`src/rtl/slmc_ram.sv`:
```
// ----------------------------------------------------------------------------
// slmc_ram
// Generic single write port, single read port RAM with registered read.
// ----------------------------------------------------------------------------
module slmc_ram #(
  parameter int WIDTH = 8,
  parameter int DEPTH = 16,
  localparam int AW   = (DEPTH > 1) ? $clog2(DEPTH) : 1
) (
  input  logic             clk_i,
  input  logic             we_i,
  input  logic [AW-1:0]    waddr_i,
  input  logic [WIDTH-1:0] wdata_i,
  input  logic [AW-1:0]    raddr_i,
  output logic [WIDTH-1:0] rdata_o
);

  logic [WIDTH-1:0] mem_q [DEPTH];
  logic [WIDTH-1:0] rdata_q;

  always_ff @(posedge clk_i) begin
    if (we_i) begin
      mem_q[waddr_i] <= wdata_i;
    end
    rdata_q <= mem_q[raddr_i];
  end

  assign rdata_o = rdata_q;

endmodule

```
`config.mk`:
```
export PLATFORM = sky130hd
export DESIGN_NAME = slmc_ram
export DESIGN_NICKNAME = d
export VERILOG_FILES = /design/src/rtl/slmc_ram.sv
export SDC_FILE = /design/constraint.sdc
export NUM_CORES = 1
export LEC_CHECK = 0
export ABC_AREA = 1
export BUFFER_PORTS_ARGS = -buffer_cell sky130_fd_sc_hd__clkbuf_2
export CORE_MARGIN = 2
export CORE_UTILIZATION = 60
export DETAILED_ROUTE_END_ITERATION = 8
export GPL_TIMING_DRIVEN = 0
export PLACE_DENSITY = 0.8
export SYNTH_ARGS = -nofsm -noshare
export SYNTH_HDL_FRONTEND = slang
export SYNTH_SLANG_ARGS = --single-unit
```
`constraint.sdc`:
```
create_clock -name clk_i -period 3.75 [get_ports clk_i]
set_clock_uncertainty 0.2 [all_clocks]
set_input_delay 0.1875 -clock clk_i [delete_from_list [all_inputs] [get_ports clk_i]]
set_output_delay 0.1875 -clock clk_i [all_outputs]
set_load 0.05 [all_outputs]
```
==> metrics.md <==
| Metric | Value |
|---|---|
| Crit path DAT | `2200 ps` |
| N_diodes | `0` |
| Area contributors post-synth | `edfxtp_1, nand2_1, nand3_1, inv_1, dfxtp_1` |
| Post-CTS resize count | `0` |
| # hold bufs at CTS | `12` |
| Final critical-path share of the clock period | `53.1%` |
| Reg2reg path depth | `7` |
| Initial Utilization | `62.1%` |
| DR vias/cell | `5.56` |
| Post-synthesis simple-gate area fraction | `21.0%` |
| Relative slew slack | `35.1%` |
| WP buf/inv | `5` |
| Worst Hold Class | `in -> reg` |
| Post-Syn Nets | `569` |
| Setup violations, final | `0` |
| PnR Total Power | `3460 µW` |
| Post-layout nets | `622` |
| Unique masters post-synth | `12` |
| Wire length per cell | `18.8 µm` |
| Maximum VDD drop | `0.340 mV` |
| Logic gate share of total power | `7.7%` |
| Required @ worst endpoint | `3960 ps` |
| CTS tree | `built` |
| Max-slew violations | `0` |
| Max stage delay cell, worst path | `dlygate4sd3_1` |
| FP Rows | `35` |
| PD cells | `518 nW/µm²` |
| Number of global-route vias before repair | `3974` |
| DP HPWL | `8800 µm` |
| FF+latch count, synth | `136` |
| Leading area contributor after synthesis | `edfxtp_1` |
| Multiplexer share of the synthesized area | `0%` |
| Largest family of logic cells by synthesized area | `simple AND/OR/NAND/NOR gates` |
| DRC | `0` |
| Cell Int Power | `2640 µW` |
| Height of the die | `102 µm` |
| Clk root buf | `clkbuf_8` |
| Clk network pwr share | `42.9%` |
| Placer congestion estimate | `0.934` |
| Yosys warning count | `0` |
| Final wirelength | `14000 µm` |
| Adder-cell share of the synthesized area | `0%` |
| IO Port Bufs | `22` |
| Critical Path Start Type | `input pin` |
| Setup TNS | `0 ps` |
| Largest net degree at the start of global routing | `17` |
| Commonest non-fill, non-tap cell in the layout | `nand2_1` |
| Post-route cell area | `6690 µm²` |
| Max-Cap Viols | `0` |
| Routed via count | `4151` |
| H-tree levels | `4` |
| Register area share after synthesis | `69.4%` |
| Die area | `10400 µm²` |
| Critical Path Max Stage Delay | `560 ps` |
| Synth Area in Compound Gates | `0%` |
| Antenna viol nets, final | `0` |
| Tot GR Track Use | `29.1%` |
| Clock latency on the worst-skew pair | `530 ps` |
| Hold_ws | `21.5 ps` |
| Core Region | `9280 µm²` |
| Inserted Clock Buffers | `17` |
| Crit path depth | `8` |
| Run status | `finished, final reports clean` |
| CP max FO | `10` |
| Post-synthesis cell count | `551` |
| Dpl cell area | `6040 µm²` |
| RSZ-0062 raised after global routing | `false` |
| Final Util | `72.0%` |
| Clock sinks | `136` |
| First-pass GRT wire length | `21500 µm` |
| Grt ovf | `0` |
| Worst slew pin tran | `970 ps` |
| Leak | `0.00291 µW` |
| Layout cell share with drive strength beyond 1 | `12.2%` |
| Die W | `102 µm` |
| Share of power burned in registers | `49.4%` |
| Syn Area/Cell | `10.5 µm²` |
| CP cell instances | `dlygate4sd3_1 > buf_2 > inv_1 > buf_4 > nand3_1 > nand3_1 > nand2_1 > dlygate4sd3_1` |
| Most frequent cells in the layout | `nand2_1, edfxtp_1, inv_1` |
| DRT Pass-1 Iters | `7` |
| # IOs | `26` |
| Crit. End Element | `flop` |
| Initial antenna violation count | `0` |
| Fin. Hold Viols | `0` |
| Clock-pin slew on the worst setup and hold paths | `60 ps` |
| Crit path kind | `in -> reg` |
| Post-synth top area share | `66.7%` |
| Mapped Area | `5770 µm²` |
| WHS Path Cells | `1` |
| Syn-to-layout area delta | `16.0%` |
| Crit path max-delay family | `buffers and inverters` |
| XOR/XNOR Fraction of Synth Area | `0%` |
| Switching share of total power | `23.6%` |
| Max Clk Rate | `502 MHz` |
| Postcts setup bufs | `0` |
| Max clock buf depth | `2` |
| Starting DRT DRC Count | `663` |
| Tmin final | `1990 ps` |
| Net Sw Power | `818 µW` |
## worst register-to-register path, cell delays in order, from the launching register on
cell and delay (ps):
edfxtp_1 360, inv_1 60, nand2_1 50, nand3_1 130
nand3_1 90, nand3_1 140, nand2_1 80, dlygate4sd3_1 560
## state kept, by name (all words and copies together), names as in the netlist
register,cells
rdata_o,8
mem_q,128
## layer usage
layer | vias up | wire [µm] | GRT usage (%)
met1 | 1920 | 5280 | 39.9
met4 | 0 | 580 | 12.7
met5 | - | 0 | 0
met2 | 297 | 6510 | 45.3
met3 | 53 | 1630 | 6.57
li1 | 1881 | - | -
## stage by stage
| stage | setup WS (ps) | cells |
|---|---|---|
| 3_3_place_gp | 1940 | 702 |
| 6_report | 1760 | 746 |
| 2_1_floorplan | 2410 | 551 |
| 4_1_cts | 1800 | 746 |
| 5_1_grt | 1710 | 746 |
| 3_5_place_dp | 1900 | 702 |
## cells by family (layout without fill, tap and decap cells)
family,after synthesis,count (layout)
and+or+nand+nor,289,289
DFF,136,136
buffers and inverters,126,192
## power groups by stage
stage | registers [µW] | logic [µW] | clock network [µW]
6_report | 1710 | 268 | 1480
4_1_cts | 1710 | 262 | 1480
3_3_place_gp | 1740 | 239 | 0
3_5_place_dp | 1740 | 247 | 0
5_1_grt | 1710 | 287 | 1540
2_1_floorplan | 1770 | 120 | 0
## Yosys cell counts
library cell  number
buf_6              6
dfxtp_1            8
nor2_1            17
buf_1              1
nand3b_1           2
inv_2              2
buf_2             13
edfxtp_1         128
inv_1            100
nand3_1           97
buf_4              4
nand2_1          173
## layout make-up
type | instances | area (µm²)
fill | 630 | 2600
timing repair buffer | 34 | 230
buffer | 24 | 166
tap | 129 | 161
sequential | 136 | 4000
inverter | 102 | 383
clock inverter | 13 | 108
multi-input combinational | 289 | 1210
clock buffer | 19 | 422
## final timing paths
path	from	endpoint	slack [ps]
worst max register to register	mem_q[8][1]	rdata_o[1]	1960
worst min register to register	mem_q[15][2]	rdata_o[2]	520
worst max-delay path	raddr_i[2]	rdata_o[1]	1760
worst min-delay path	wdata_i[0]	mem_q[0][0]	20
Power figures use the tool's default switching activity.
