[src/rtl/slmc_pkg.sv]
// ----------------------------------------------------------------------------
// slmc_pkg
// Shared constants, command codes and word types of the sorted list matcher.
// ----------------------------------------------------------------------------
package slmc_pkg;

  localparam int FRAME_COUNT = 64;
  localparam int LIST_DEPTH  = 256;
  localparam int ID_BITS     = 13;

  // fixed port field widths
  localparam int FRM_W     = 6;
  localparam int LEN_OUT_W = 9;
  localparam int ID_IN_W   = 13;

  localparam int FRM_AW     = (FRAME_COUNT > 1) ? $clog2(FRAME_COUNT) : 1;
  localparam int IDX_W      = (LIST_DEPTH > 1) ? $clog2(LIST_DEPTH) : 1;
  localparam int LEN_W      = $clog2(LIST_DEPTH + 1);
  localparam int ST_AW      = FRM_AW + IDX_W;
  localparam int META_W     = LEN_W + ID_BITS;
  localparam int META_DEPTH = 2 ** FRM_AW;
  localparam int CUR_DEPTH  = 2 ** IDX_W;
  localparam int ST_DEPTH   = 2 ** ST_AW;

  localparam logic [FRM_AW-1:0] LAST_FRAME = FRM_AW'(FRAME_COUNT - 1);
  localparam logic [LEN_W-1:0]  LEN_MAX    = LEN_W'(LIST_DEPTH);

  typedef enum logic [1:0] {
    CMD_APPEND_STORED  = 2'd0,
    CMD_APPEND_CURRENT = 2'd1,
    CMD_RUN            = 2'd2,
    CMD_CLEAR          = 2'd3
  } cmd_e;

  typedef struct packed {
    cmd_e                command;
    logic [FRM_W-1:0]    frame_index;
    logic [ID_IN_W-1:0]  feature_id;
  } in_word_t;

  typedef struct packed {
    logic [FRM_W-1:0]     frame_number;
    logic [LEN_OUT_W-1:0] frame_length;
    logic [LEN_OUT_W-1:0] match_count;
    logic                 load_error;
    logic                 last;
  } out_word_t;

  // list memory write requests from the loader
  typedef struct packed {
    logic               st_we;
    logic [ST_AW-1:0]   st_addr;
    logic               cur_we;
    logic [IDX_W-1:0]   cur_addr;
    logic [ID_BITS-1:0] data;
  } lst_wr_t;

  // loader status seen by the matcher
  typedef struct packed {
    logic             run_start;
    logic [LEN_W-1:0] cur_len;
    logic             load_error;
    logic [LEN_W-1:0] rd_len;
  } ld_stat_t;

  // matcher request to the loader's length memory
  typedef struct packed {
    logic              busy;
    logic              rd_en;
    logic [FRM_AW-1:0] rd_addr;
  } mt_req_t;

endpackage

[src/rtl/slmc_matcher.sv]
// ----------------------------------------------------------------------------
// slmc_matcher
// Run sequencer: per stored frame, fetches its length, merge-walks both lists
// one step a cycle and hands each count to the output register.
// ----------------------------------------------------------------------------
module slmc_matcher (
  input  logic                        clk_i,
  input  logic                        rst_ni,
  input  slmc_pkg::ld_stat_t          ld_stat_i,
  output slmc_pkg::mt_req_t           mt_req_o,
  output logic [slmc_pkg::ST_AW-1:0]  st_raddr_o,
  output logic [slmc_pkg::IDX_W-1:0]  cur_raddr_o,
  input  logic [slmc_pkg::ID_BITS-1:0] st_rdata_i,
  input  logic [slmc_pkg::ID_BITS-1:0] cur_rdata_i,
  output logic                        out_valid_o,
  input  logic                        out_ready_i,
  output slmc_pkg::out_word_t         out_word_o
);
  import slmc_pkg::*;

  localparam logic [1:0] ST_IDLE = 2'd0;
  localparam logic [1:0] ST_META = 2'd1;
  localparam logic [1:0] ST_WALK = 2'd2;

  logic [1:0]        state_q, state_d;
  logic [FRM_AW-1:0] f_q, f_d;
  logic [LEN_W-1:0]  i_q, i_d, j_q, j_d;
  logic [LEN_W-1:0]  len_q, len_d;
  logic [LEN_W-1:0]  hits_q, hits_d;
  logic              out_valid_q, out_valid_d;
  out_word_t         out_q;
  logic              out_load;
  logic              out_free;
  logic              more;

  assign out_free = !out_valid_q || out_ready_i;
  assign more     = (i_q < len_q) && (j_q < ld_stat_i.cur_len);

  always_comb begin
    state_d     = state_q;
    f_d         = f_q;
    i_d         = i_q;
    j_d         = j_q;
    len_d       = len_q;
    hits_d      = hits_q;
    out_load    = 1'b0;
    out_valid_d = out_valid_q && !out_ready_i;
    case (state_q)
      ST_IDLE: begin
        if (ld_stat_i.run_start) begin
          state_d = ST_META;
          f_d     = '0;
          i_d     = '0;
          j_d     = '0;
          hits_d  = '0;
        end
      end
      ST_META: begin
        len_d   = ld_stat_i.rd_len;
        state_d = ST_WALK;
      end
      ST_WALK: begin
        if (more) begin
          if (st_rdata_i == cur_rdata_i) begin
            hits_d = hits_q + LEN_W'(1);
            i_d    = i_q + LEN_W'(1);
            j_d    = j_q + LEN_W'(1);
          end else if (st_rdata_i < cur_rdata_i) begin
            i_d = i_q + LEN_W'(1);
          end else begin
            j_d = j_q + LEN_W'(1);
          end
        end else if (out_free) begin
          out_load    = 1'b1;
          out_valid_d = 1'b1;
          if (f_q == LAST_FRAME) begin
            state_d = ST_IDLE;
          end else begin
            state_d = ST_META;
            f_d     = f_q + FRM_AW'(1);
            i_d     = '0;
            j_d     = '0;
            hits_d  = '0;
          end
        end
      end
      default: begin
        state_d = ST_IDLE;
      end
    endcase
  end

  always_ff @(posedge clk_i or negedge rst_ni) begin
    if (!rst_ni) begin
      state_q     <= ST_IDLE;
      out_valid_q <= 1'b0;
    end else begin
      state_q     <= state_d;
      out_valid_q <= out_valid_d;
    end
  end

  always_ff @(posedge clk_i) begin
    f_q    <= f_d;
    i_q    <= i_d;
    j_q    <= j_d;
    len_q  <= len_d;
    hits_q <= hits_d;
    if (out_load) begin
      out_q.frame_number <= FRM_W'(f_q);
      out_q.frame_length <= LEN_OUT_W'(len_q);
      out_q.match_count  <= LEN_OUT_W'(hits_q);
      out_q.load_error   <= ld_stat_i.load_error;
      out_q.last         <= (f_q == LAST_FRAME);
    end
  end

  // read addresses follow the next pointers so data lines up with i_q / j_q
  assign st_raddr_o  = {f_d, i_d[IDX_W-1:0]};
  assign cur_raddr_o = j_d[IDX_W-1:0];

  assign mt_req_o.busy    = (state_q != ST_IDLE);
  assign mt_req_o.rd_en   = (state_d != ST_IDLE);
  assign mt_req_o.rd_addr = f_d;

  assign out_valid_o = out_valid_q;
  assign out_word_o  = out_q;

  a_hits_bound: assert property (@(posedge clk_i) disable iff (!rst_ni)
    (state_q == ST_WALK) |-> ((hits_q <= i_q) && (hits_q <= j_q)))
    else $error("match count exceeds pointers");

  a_ptr_bound: assert property (@(posedge clk_i) disable iff (!rst_ni)
    (state_q == ST_WALK) |-> ((i_q <= len_q) && (j_q <= ld_stat_i.cur_len)))
    else $error("walk pointer past list end");

  a_run_start: assert property (@(posedge clk_i) disable iff (!rst_ni)
    ((state_q == ST_IDLE) && ld_stat_i.run_start) |=>
      ((state_q == ST_META) && (f_q == '0)))
    else $error("run did not start at frame zero");

endmodule

[config.mk]
export PLATFORM = sky130hd
export DESIGN_NAME = slmc_matcher
export DESIGN_NICKNAME = d
export VERILOG_FILES = /design/src/rtl/slmc_pkg.sv /design/src/rtl/slmc_matcher.sv
export SDC_FILE = /design/constraint.sdc
export NUM_CORES = 1
export LEC_CHECK = 0
export BUFFER_PORTS_ARGS = -buffer_cell sky130_fd_sc_hd__buf_2
export CAP_MARGIN = 20
export CORE_MARGIN = 3
export CORE_UTILIZATION = 45
export DETAILED_ROUTE_END_ITERATION = 7
export PLACE_DENSITY = 0.76
export SLEW_MARGIN = 5
export SYNTH_ARGS = -nofsm -noshare
export SYNTH_HDL_FRONTEND = slang
export SYNTH_SLANG_ARGS = --single-unit
export TNS_END_PERCENT = 100
[constraint.sdc]
create_clock -name clk_i -period 3.5 [get_ports clk_i]
set_clock_uncertainty 0.2 [all_clocks]
set_input_delay 0.175 -clock clk_i [delete_from_list [all_inputs] [get_ports clk_i]]
set_output_delay 0.175 -clock clk_i [all_outputs]
set_load 0.01 [all_outputs]
==> impl_metrics.json <==
{
  "max_freq_ghz": 0.307,
  "cts_root_buffer": "clkbuf_8",
  "antenna_found_initial": 0,
  "grt_pass1_vias": 3004,
  "grt_pass1_wl_mm": 13.6,
  "status": "completed",
  "gp_congestion": 0.857,
  "worst_slew_margin_rel_pct": 36.4,
  "antenna_cells": 0,
  "ios": 106,
  "ant_nets": 0,
  "wire_per_inst_microns": 14.4,
  "h-tree-depth": 3,
  "fp.dieW_microns": 98.1,
  "synthAdderAreaFrac_pct": 10.8,
  "num-nets-final": 544,
  "tightestPinTransition_ns": 0.951,
  "r2r_end": "hits_q[7]$_SDFFCE_PN0P_",
  "powerDensity_nw_per_um2": 618,
  "synthesis.instances": 358,
  "ir_drop_mv": 0.261,
  "rows": 32,
  "synth-compound-area-share_pct": 13.2,
  "path_class": "flop to output port",
  "worstPathArrival_ns": 2.88,
  "hold_violations": 0,
  "switchingPower_mw": 1.02,
  "p_int_mw": 1.84,
  "yosys-top-cells-count": "46 x edfxtp_1, 37 x inv_1, 33 x ha_1",
  "ys_types": 49,
  "via_per_inst": 5.30,
  "slew_viol_final": 0,
  "cts_tree": "built",
  "cap_violations": 0,
  "ys_warn_count": 0,
  "final_layout_size_suffix_gt1_share_pct": 30.4,
  "cts_sinks": 71,
  "area_growth_pct": 21.6,
  "synth.area.mux_share_pct": 0.591,
  "ys_seq_area_share_pct": 49.7,
  "reg2regPathDepth": 9,
  "initial_core_util_pct": 47.9,
  "die-area_sq_um": 9620,
  "first_pass_iters": 4,
  "numCtsBuffers": 9,
  "min_period_ns": 3.25,
  "synth_top_family_by_area": "simple AND/OR/NAND/NOR gates",
  "clockBufferDepth": 2,
  "fin_crit_sh_pct": 93.0,
  "r2r_setup_slack_ns": 0.71,
  "num_vias": 3013,
  "grt_max_degree": 14,
  "syn-num-nets": 440,
  "setup_viol": 0,
  "ys_ff_latch": 71,
  "final_util_pct": 58.2,
  "synth_top_area_share_pct": 36.2,
  "leakagePower_nw": 2.13,
  "p_comb_share_pct": 32.2,
  "first_iter_violations": 92,
  "post_synth.cell_area_avg_sq_um": 10.7,
  "power_frac_seq_pct": 45.0,
  "cp_max_fo": 10,
  "globalRoute.totalOverflow": 0,
  "grt_usage_pct": 17.4,
  "hold_start": "out_ready_i",
  "die_y_microns": 98.1,
  "synth_edf_count": 46,
  "clock_latency_ns": 0.35,
  "synth_area_sq_um": 3810,
  "drc": 0,
  "cts.clk_slew.worst_paths_ns": 0.08,
  "rsz0062_at_grt": "true",
  "r2r_start": "j_q[8]$_DFFE_PP_",
  "synth_xor_area_share_pct": 2.07,
  "drt-total-wl_mm": 8.19,
  "ys.flop_type": "edfxtp_1",
  "port-buffer-count": 105,
  "yosys.area_share.simple_pct": 14.4,
  "post_cts_buffers": 0,
  "async_flop_share_pct": 4.23,
  "setup_tns_ns": 0,
  "coreArea_sq_um": 7970,
  "yosysMostFrequentCell": "edfxtp_1",
  "hpwl_mm": 6.03,
  "critPathRequiredTime_ns": 3.12,
  "power.clock.fraction_pct": 22.8,
  "endpoint_kind": "output port",
  "cp-startpoint": "len_q[6]$_DFFE_PP_",
  "synth.area.top_cells": "edfxtp_1 36%, dfxtp_1 12%, ha_1 11%",
  "yosysTopAreaCell": "edfxtp_1",
  "hold_path.class": "input port to flop",
  "switching_share_pct": 35.7,
  "start_kind": "flop",
  "setup.worst_path.end": "cur_raddr_o[7]"
}
==> cell usage in the layout (no fill, tap or decap), types with 7 or more instances in the layout <==
cell type	count
buf_2	105
o21ai_1	7
clkbuf_8	9
dfxtp_1	22
inv_1	37
a21o_1	8
nor2_1	22
nand3_1	16
and3_1	8
nand4_1	9
ha_1	33
a31oi_1	16
xor2_1	7
a21oi_1	9
nand2_1	22
edfxtp_1	46
dlygate4sd3_1	12
==> cell families (layout without fill, tap and decap cells) <==
kind of cell               Yosys count  in the layout
and+or+nand+nor                    104            104
AOI/OAI and AO/OA                   73             73
adders and majority gates           33             33
xor gates and xnor gates             9              9
DFF                                 71             71
muxes                                1              1
buffers and inverters               67            176
==> worst max-delay path, cell delays in order, from the launching register on <==
cell      delay, ns
edfxtp_1       0.39
inv_1          0.07
ha_1           0.23
a211oi_1       0.21
nor2_1         0.10
a211oi_2       0.22
o21a_1         0.38
nand3_2        0.18
or4_1          0.49
nand3_1        0.11
buf_2          0.13
==> how the worst min path moves through the flow <==
| stage | to | slack [ns] | cells past startpoint |
|---|---|---|---|
| global route | out_valid_o$_DFF_PN0_ | 0.16 | 3 |
| floorplan | out_valid_o$_DFF_PN0_ | -0.32 | 0 |
| CTS | out_valid_o$_DFF_PN0_ | 0.10 | 3 |
| detailed placement | state_q[1]$_DFF_PN0_ | -0.22 | 1 |
| finish | out_valid_o$_DFF_PN0_ | 0.13 | 3 |
| global placement | state_q[1]$_DFF_PN0_ | -0.22 | 1 |
==> registers in the layout, summed over array words and instances (netlist names) <==
signal and flops:
len_q 9, j_q 9, f_q 6, out_valid_o 1
hits_q 9, i_q 9, state_q 2, out_word_o 26
==> layer usage <==
| layer | GRT usage (%) | share of wire (%) | vias up |
|---|---|---|---|
| li1 | - | - | 1486 |
| met1 | 20.1 | 41 | 1399 |
| met2 | 30.4 | 49 | 113 |
| met3 | 5.43 | 8.1 | 15 |
| met4 | 6.28 | 1.4 | 0 |
| met5 | 0 | 0 | - |
==> through the flow <==
stage	worst slack (ns)	instance area, sq um	power (mW)	cells	hold WS (ns)
global route	-0.00113	4640	3.05	569	0.156
detailed placement	0.501	4300	2.20	541	-0.222
CTS	0.0735	4620	2.88	569	0.102
finish	0.247	4640	2.86	569	0.127
floorplan	0.206	3810	1.91	358	-0.321
global placement	0.568	4300	2.17	541	-0.221
==> cell type report <==
| cell class | count | area, sq um |
|---|---|---|
| Clock inverter | 6 | 67.6 |
| Tap cell | 102 | 128 |
| Inverter | 37 | 139 |
| Fill cell | 702 | 3330 |
| Sequential cell | 71 | 1900 |
| Timing Repair Buffer | 123 | 691 |
| Multi-Input combinational cell | 220 | 1590 |
| Clock buffer | 10 | 128 |
==> power by group through the flow <==
| stage | registers [mW] | clock network [mW] | logic, mW |
|---|---|---|---|
| 2_1_floorplan | 1.30 | 0 | 0.614 |
| 3_3_place_gp | 1.29 | 0 | 0.876 |
| 3_5_place_dp | 1.30 | 0 | 0.899 |
| 4_1_cts | 1.29 | 0.667 | 0.921 |
| 5_1_grt | 1.32 | 0.709 | 1.03 |
| 6_report | 1.29 | 0.652 | 0.923 |
==> repair_timing <==
action | in CTS | in global routing
endpoints found under the setup margin | 0 | 14
gates resized for setup | 0 | 5
hold endpoints to repair | 13 | 0
hold buffers | 12 | 0
(Power assumes the default switching activity.)
