--- src/rtl/slmc_pkg.sv ---
// ----------------------------------------------------------------------------
// slmc_pkg
// Shared constants, command codes and word types of the sorted list matcher.
// ----------------------------------------------------------------------------
package slmc_pkg;

  localparam int FRAME_COUNT = 64;
  localparam int LIST_DEPTH  = 256;
  localparam int ID_BITS     = 13;

  // fixed port field widths
  localparam int FRM_W     = 6;
  localparam int LEN_OUT_W = 9;
  localparam int ID_IN_W   = 13;

  localparam int FRM_AW     = (FRAME_COUNT > 1) ? $clog2(FRAME_COUNT) : 1;
  localparam int IDX_W      = (LIST_DEPTH > 1) ? $clog2(LIST_DEPTH) : 1;
  localparam int LEN_W      = $clog2(LIST_DEPTH + 1);
  localparam int ST_AW      = FRM_AW + IDX_W;
  localparam int META_W     = LEN_W + ID_BITS;
  localparam int META_DEPTH = 2 ** FRM_AW;
  localparam int CUR_DEPTH  = 2 ** IDX_W;
  localparam int ST_DEPTH   = 2 ** ST_AW;

  localparam logic [FRM_AW-1:0] LAST_FRAME = FRM_AW'(FRAME_COUNT - 1);
  localparam logic [LEN_W-1:0]  LEN_MAX    = LEN_W'(LIST_DEPTH);

  typedef enum logic [1:0] {
    CMD_APPEND_STORED  = 2'd0,
    CMD_APPEND_CURRENT = 2'd1,
    CMD_RUN            = 2'd2,
    CMD_CLEAR          = 2'd3
  } cmd_e;

  typedef struct packed {
    cmd_e                command;
    logic [FRM_W-1:0]    frame_index;
    logic [ID_IN_W-1:0]  feature_id;
  } in_word_t;

  typedef struct packed {
    logic [FRM_W-1:0]     frame_number;
    logic [LEN_OUT_W-1:0] frame_length;
    logic [LEN_OUT_W-1:0] match_count;
    logic                 load_error;
    logic                 last;
  } out_word_t;

  // list memory write requests from the loader
  typedef struct packed {
    logic               st_we;
    logic [ST_AW-1:0]   st_addr;
    logic               cur_we;
    logic [IDX_W-1:0]   cur_addr;
    logic [ID_BITS-1:0] data;
  } lst_wr_t;

  // loader status seen by the matcher
  typedef struct packed {
    logic             run_start;
    logic [LEN_W-1:0] cur_len;
    logic             load_error;
    logic [LEN_W-1:0] rd_len;
  } ld_stat_t;

  // matcher request to the loader's length memory
  typedef struct packed {
    logic              busy;
    logic              rd_en;
    logic [FRM_AW-1:0] rd_addr;
  } mt_req_t;

endpackage

--- src/rtl/slmc_ram.sv ---
// ----------------------------------------------------------------------------
// slmc_ram
// Generic single write port, single read port RAM with registered read.
// ----------------------------------------------------------------------------
module slmc_ram #(
  parameter int WIDTH = 8,
  parameter int DEPTH = 16,
  localparam int AW   = (DEPTH > 1) ? $clog2(DEPTH) : 1
) (
  input  logic             clk_i,
  input  logic             we_i,
  input  logic [AW-1:0]    waddr_i,
  input  logic [WIDTH-1:0] wdata_i,
  input  logic [AW-1:0]    raddr_i,
  output logic [WIDTH-1:0] rdata_o
);

  logic [WIDTH-1:0] mem_q [DEPTH];
  logic [WIDTH-1:0] rdata_q;

  always_ff @(posedge clk_i) begin
    if (we_i) begin
      mem_q[waddr_i] <= wdata_i;
    end
    rdata_q <= mem_q[raddr_i];
  end

  assign rdata_o = rdata_q;

endmodule

--- src/rtl/slmc_loader.sv ---
// ----------------------------------------------------------------------------
// slmc_loader
// Input stage: one command word a cycle unless a run stalls it; keeps list
// lengths and last ids, checks ordering and capacity, writes the list memories.
// ----------------------------------------------------------------------------
module slmc_loader (
  input  logic                clk_i,
  input  logic                rst_ni,
  input  logic                in_valid_i,
  output logic                in_ready_o,
  input  slmc_pkg::in_word_t  in_word_i,
  input  slmc_pkg::mt_req_t   mt_req_i,
  output slmc_pkg::ld_stat_t  ld_stat_o,
  output slmc_pkg::lst_wr_t   lst_wr_o
);
  import slmc_pkg::*;

  logic                  accept;
  logic                  s1_valid_q;
  cmd_e                  s1_cmd_q;
  logic [FRM_W-1:0]      s1_frame_q;
  logic [ID_BITS-1:0]    s1_id_q;
  logic [FRM_AW-1:0]     s1_faddr;

  logic [FRM_AW-1:0]     meta_raddr;
  logic [FRM_AW-1:0]     raddr_q;
  logic [META_W-1:0]     meta_rdata;
  logic [LEN_W-1:0]      ram_len;
  logic [ID_BITS-1:0]    ram_last;

  logic [META_DEPTH-1:0] valid_q, valid_d;
  logic                  fwd_valid_q, fwd_valid_d;
  logic [FRM_AW-1:0]     fwd_frame_q;
  logic [LEN_W-1:0]      fwd_len_q;
  logic [ID_BITS-1:0]    fwd_last_q;
  logic                  fwd_hit;

  logic [LEN_W-1:0]      st_len, st_len_inc;
  logic [ID_BITS-1:0]    st_last;
  logic                  in_range, st_ok, cur_ok;
  logic                  st_we, cur_we;

  logic [LEN_W-1:0]      cur_len_q, cur_len_d;
  logic [ID_BITS-1:0]    cur_last_q, cur_last_d;
  logic                  err_q, err_d;

  assign in_ready_o = !mt_req_i.busy && !(s1_valid_q && (s1_cmd_q == CMD_RUN));
  assign accept     = in_valid_i && in_ready_o;
  assign s1_faddr   = s1_frame_q[FRM_AW-1:0];

  // length / last id memory, shared read port with the matcher
  assign meta_raddr = mt_req_i.rd_en ? mt_req_i.rd_addr
                                     : in_word_i.frame_index[FRM_AW-1:0];

  slmc_ram #(
    .WIDTH (META_W),
    .DEPTH (META_DEPTH)
  ) u_meta_ram (
    .clk_i   (clk_i),
    .we_i    (st_we),
    .waddr_i (s1_faddr),
    .wdata_i ({st_len_inc, s1_id_q}),
    .raddr_i (meta_raddr),
    .rdata_o (meta_rdata)
  );

  assign ram_len  = meta_rdata[META_W-1:ID_BITS];
  assign ram_last = meta_rdata[ID_BITS-1:0];

  // previous cycle's write is not yet visible on the read port
  assign fwd_hit    = fwd_valid_q && (fwd_frame_q == s1_faddr);
  assign st_len     = fwd_hit ? fwd_len_q : (valid_q[raddr_q] ? ram_len : '0);
  assign st_last    = fwd_hit ? fwd_last_q : ram_last;
  assign st_len_inc = st_len + LEN_W'(1);

  assign in_range = {1'b0, s1_frame_q} < (FRM_W + 1)'(FRAME_COUNT);
  assign st_ok    = in_range && (st_len < LEN_MAX) &&
                    ((st_len == '0) || (s1_id_q > st_last));
  assign cur_ok   = (cur_len_q < LEN_MAX) &&
                    ((cur_len_q == '0) || (s1_id_q > cur_last_q));

  always_comb begin
    st_we       = 1'b0;
    cur_we      = 1'b0;
    valid_d     = valid_q;
    fwd_valid_d = 1'b0;
    cur_len_d   = cur_len_q;
    cur_last_d  = cur_last_q;
    err_d       = err_q;
    if (s1_valid_q) begin
      case (s1_cmd_q)
        CMD_APPEND_STORED: begin
          if (st_ok) begin
            st_we             = 1'b1;
            valid_d[s1_faddr] = 1'b1;
            fwd_valid_d       = 1'b1;
          end else begin
            err_d = 1'b1;
          end
        end
        CMD_APPEND_CURRENT: begin
          if (cur_ok) begin
            cur_we     = 1'b1;
            cur_len_d  = cur_len_q + LEN_W'(1);
            cur_last_d = s1_id_q;
          end else begin
            err_d = 1'b1;
          end
        end
        CMD_CLEAR: begin
          valid_d   = '0;
          cur_len_d = '0;
        end
        default: begin
        end
      endcase
    end
  end

  always_ff @(posedge clk_i or negedge rst_ni) begin
    if (!rst_ni) begin
      s1_valid_q  <= 1'b0;
      valid_q     <= '0;
      fwd_valid_q <= 1'b0;
      cur_len_q   <= '0;
      err_q       <= 1'b0;
    end else begin
      s1_valid_q  <= accept;
      valid_q     <= valid_d;
      fwd_valid_q <= fwd_valid_d;
      cur_len_q   <= cur_len_d;
      err_q       <= err_d;
    end
  end

  always_ff @(posedge clk_i) begin
    raddr_q    <= meta_raddr;
    cur_last_q <= cur_last_d;
    if (accept) begin
      s1_cmd_q   <= in_word_i.command;
      s1_frame_q <= in_word_i.frame_index;
      s1_id_q    <= ID_BITS'(in_word_i.feature_id);
    end
    if (st_we) begin
      fwd_frame_q <= s1_faddr;
      fwd_len_q   <= st_len_inc;
      fwd_last_q  <= s1_id_q;
    end
  end

  assign lst_wr_o.st_we    = st_we;
  assign lst_wr_o.st_addr  = {s1_faddr, st_len[IDX_W-1:0]};
  assign lst_wr_o.cur_we   = cur_we;
  assign lst_wr_o.cur_addr = cur_len_q[IDX_W-1:0];
  assign lst_wr_o.data     = s1_id_q;

  assign ld_stat_o.run_start  = s1_valid_q && (s1_cmd_q == CMD_RUN);
  assign ld_stat_o.cur_len    = cur_len_q;
  assign ld_stat_o.load_error = err_q;
  assign ld_stat_o.rd_len     = valid_q[raddr_q] ? ram_len : '0;

  a_no_write_in_run: assert property (@(posedge clk_i) disable iff (!rst_ni)
    (lst_wr_o.st_we || lst_wr_o.cur_we) |-> !mt_req_i.busy)
    else $error("list write during a run");

  a_cur_len_bound: assert property (@(posedge clk_i) disable iff (!rst_ni)
    cur_len_q <= LEN_MAX)
    else $error("current length beyond depth");

  a_err_sticky: assert property (@(posedge clk_i) disable iff (!rst_ni)
    err_q |=> err_q)
    else $error("error flag dropped");

endmodule

--- config.mk ---
export PLATFORM = sky130hd
export DESIGN_NAME = slmc_loader
export DESIGN_NICKNAME = d
export VERILOG_FILES = /design/src/rtl/slmc_pkg.sv /design/src/rtl/slmc_ram.sv /design/src/rtl/slmc_loader.sv
export SDC_FILE = /design/constraint.sdc
export NUM_CORES = 2
export LEC_CHECK = 0
export BUFFER_PORTS_ARGS = -buffer_cell sky130_fd_sc_hd__buf_2
export CAP_MARGIN = 20
export CORE_MARGIN = 2
export CORE_UTILIZATION = 65
export CTS_CLUSTER_SIZE = 12
export DETAILED_ROUTE_END_ITERATION = 16
export PLACE_DENSITY = 0.8
export SLEW_MARGIN = 20
export SYNTH_ARGS = -nofsm -noshare
export SYNTH_HDL_FRONTEND = slang
export SYNTH_HIERARCHICAL = 1
export SYNTH_SLANG_ARGS = --single-unit
--- constraint.sdc ---
create_clock -name clk_i -period 12.85 [get_ports clk_i]
set_clock_uncertainty 0.2 [all_clocks]
set_input_delay 3.2125 -clock clk_i [delete_from_list [all_inputs] [get_ports clk_i]]
set_output_delay 3.2125 -clock clk_i [all_outputs]
set_load 0.1 [all_outputs]
==> summary.txt <==
Floorplanning
  • Die height: 312 µm
  • Chip Width: 312 µm
  • Top Ports: 90
  • Die area: 97200 µm²
  • Row cnt: 112
  • Core area: 93600 µm²
  • Initial core utilization: around two thirds

GRT
  • Total Routing Usage GR: between 30% and 40%
  • Grt total ovfl: 0
  • Vias in the first global route: 32805
  • First-pass GRT wire length: 227000 µm
  • Initial antenna violation count: 3
  • Largest net degree at the start of global routing: 120

Route
  • Met3 routed wirelength: 17800 µm
  • WL met1: 54500 µm
  • Top sig layer: met4
  • DR WL met2: 75300 µm
  • Residual DRC: 0
  • DRT antenna net count: 0
  • Routed via count: between 30000 and 40000
  • Vias/cell: 7.23
  • Initial drt markers: 4693
  • Drt total wl: about 160000 µm
  • Drt first pass iters: 8
  • Wirelength per Cell: 34.7 µm

Clock tree
  • Worst-path clk slew: approximately 0.060 ns
  • H-tree depth: 4
  • Clock Latency Late Sink: 0.76 ns
  • Num CTS Buffers: 155
  • TritonCTS Sinks: 1574
  • Clock tree buffer depth: 3
  • Hold_buf cts: 0
  • CTS tree: built
  • Post-CTS resize count: 0
  • Post-CTS Setup Bufs: 0
  • CTS Root Cell: clkbuf_16

Synth
  • Compound-cell area share of the yosys netlist: 3.65%
  • Yosys cell types: between 60 and 70
  • Register area share after synthesis: about three quarters
  • Post-Syn Area: 61600 µm²
  • Top cells by area, synth: edfxtp_1 72%, mux4_2 13%, dfrtp_1 3.1%, mux2i_1 1.7%, dfxtp_1 0.91%
  • Ys Warns: 6
  • Syn nets: 3051
  • Post-Syn Instances: 2989
  • Predominant post-synthesis flop cell: edfxtp_1
  • Syn avg cell area: 20.6 µm²
  • XOR/XNOR share of the synthesized area: 0.185%
  • Async set-reset flop share out of synthesis: 4.83%
  • Yosys top cell area share: a little under three quarters
  • Leading area contributor after synthesis: edfxtp_1
  • #FFs+latches synth: 1574
  • Post-synth EDFFs: 1470
  • Simple-gate area share of the yosys netlist: around 2.9%
  • Synth Area in Adders: less than 1%
  • Multiplexer share of the synthesized area: approximately 15%
  • Largest family of logic cells by synthesized area: multiplexers

Min path
  • Worst Hold Class: flop to flop
  • Worst Hold Depth: 2

Power and ir drop
  • P_leak: 22.2 nW
  • Worst vdd ir: roughly 0.12 mV
  • PD cells: 159 nW/µm²

Placed design
  • Placed Cells: roughly 4200
  • Placement Cell Area: 63800 µm²
  • IO Port Bufs: 89
  • DP Wirelength: 81800 µm
  • GP Congestion: approximately 0.90

Layout
  • Fill cell count: just over 5000
  • Layout area overhead: 11.0%
  • Fin cells: around 4500
  • Final #Nets: 3205
  • Share of layout cells above drive strength 1: about a quarter
  • Final instance area: ~68000 µm²

Worst setup path
  • Crit-path slowest cell: dfxtp_1
  • Cell mode on critical path: buf_4
  • WS Path Type: flop to output port
  • Path length in cells of the critical path: 15
  • Worst setup SP type: flop
  • CP top delay family: buffers and inverters
  • Crit path largest cell delay: 0.84 ns
  • Crit path buffers/inverters: 3
  • CP cell instances: mux4_2, mux2i_1, o22ai_1, or4b_4, and2_1, nand2_1, o21a_4, ha_2, nand3b_1, a21oi_2, o21ai_4, buf_4, nor2_4, buf_4, buf_2
  • Setup crit end kind: output port
  • Req. time, crit path: 9.44 ns
  • R2R cell count: 16
  • WP data arrival: 6.12 ns
  • Crit-path max FO: 67

STA
  • Period utilization: 74.2%
  • Fmax: 105 MHz
  • Endpoints failing setup: 0
  • Relative slew slack: 20.0%
  • Final hold violation count: 0
  • Max-slew violations: 0
  • Worst slew pin tran: 1.20 ns
  • Fin crit period: 9.54 ns
  • RSZ-0062 raised after global routing: no
  • Setup_tns: 0 ns

Status
  • Outcome: finished clean

Job
  • Max Cap Viol: 0
[worst paths after layout]
path	end	startpoint	slack, ns
worst max-delay path	lst_wr_o[36]	raddr_q[2]$_DFF_P_	3.31
worst min-delay path	valid_q[8]$_DFFE_PN0P_	valid_q[8]$_DFFE_PN0P_	0.28
worst max register to register	u_meta_ram/mem_q[1][6]$_DFFE_PP_	raddr_q[2]$_DFF_P_	5.27
worst min register to register	valid_q[8]$_DFFE_PN0P_	valid_q[8]$_DFFE_PN0P_	0.28
max in group asynchronous	valid_q[8]$_DFFE_PN0P_	rst_ni	9.40
min in group asynchronous	s1_valid_q$_DFF_PN0_	rst_ni	2.40
[flip-flops by register name (all words and copies together) (netlist names)]
signal / count
fwd_frame_q: 6
cur_last_q: 13
fwd_last_q: 13
err_q: 1
s1_valid_q: 1
cur_len_q: 9
u_meta_ram/rdata_o: 22
fwd_len_q: 9
s1_faddr: 6
u_meta_ram/mem_q: 1408
raddr_q: 6
s1_id_q: 13
s1_cmd_q: 2
fwd_valid_q: 1
valid_q: 64
[kinds of logic after synthesis]
family,Yosys count
buffers and inverters,206
XOR/XNOR,13
AO/OA/AOI/OAI,303
flip-flops,1574
adder cells (fa/ha/maj),30
AND/OR/NAND/NOR,375
multiplexers,488
[layout by cell type, fill, tap and decap left out, drive strengths merged, types with 30 or more instances in the layout]
master	instances
buf	177
inv	33
dfrtp	76
o31ai	61
mux2i	105
mux4	359
nand3	40
a22oi	48
edfxtp	1470
o21ai	35
nand2	125
ha	30
clkbuf	214
nor2	98
[metrics by stage]
step / hold slack, ns / power (mW) / util, % / setup slack (ns)
global placement: 0.254 / 6.74 / 68.2 / 3.89
global route: 0.305 / 11.1 / 73.0 / 2.95
finish: 0.279 / 10.8 / 73.0 / 3.31
CTS: 0.281 / 10.9 / 73.0 / 2.89
floorplan: 0.240 / 6.48 / - / 3.05
detailed placement: 0.259 / 6.77 / 68.2 / 3.68
[report_power, final]
group | total [mW] | internal (mW) | leakage [nW] | switching [mW]
Combinational | 0.949 | 0.279 | 5.47 | 0.670
Sequential | 5.74 | 5.71 | 14.6 | 0.0333
Clock | 4.14 | 2.30 | 2.17 | 1.85
Total | 10.8 | 8.28 | 22.2 | 2.55
[area by class of cell]
type                    count  area [µm²]  share of cell area (%)
diodes                      1        2.50                 0.00366
flip-flops and latches   1574       46600                    68.2
well taps                1254        1570                    2.30
clock buffers             214        4200                    6.15
multi-input cells        1209       14400                    21.1
clock inverters            30         280                   0.410
inverters                  26        97.6                   0.143
repair buffers            177        1160                    1.70
[synth_stat cells, drive strengths merged (19+ instances only)]
cell and count:
nand3 40, mux4 359, dfrtp 76, inv 26, mux2i 105, o21ai 35, a22oi 48, and3 19
edfxtp 1470, ha 30, nor2 98, a22o 23, mux2 24, o31ai 61, clkbuf 77, nand2 125
a221oi 22, dfxtp 28, a21oi 24, buf 103, nor2b 22
[per-layer routing]
metal	vias to the layer above	track usage (%)
met4	0	15.1
met2	2562	51.6
met3	475	6.82
met1	16712	44.7
met5	-	0
li1	12659	-
[worst reg2reg max path, cell delays in order (launching register included)]
cell and delay, ns:
dfxtp_1 0.84, mux4_2 0.61, mux2i_1 0.18, o22ai_1 0.11, or4b_4 0.57, and2_1 0.26
nand2_1 0.14, o21a_4 0.61, ha_2 0.30, nand3b_1 0.09, a21oi_2 0.16, o21ai_4 0.06
buf_4 0.33, nor2_4 0.16, buf_4 0.43, nand3_1 0.99, nor2_4 1.15
Power figures use the tool's default switching activity.
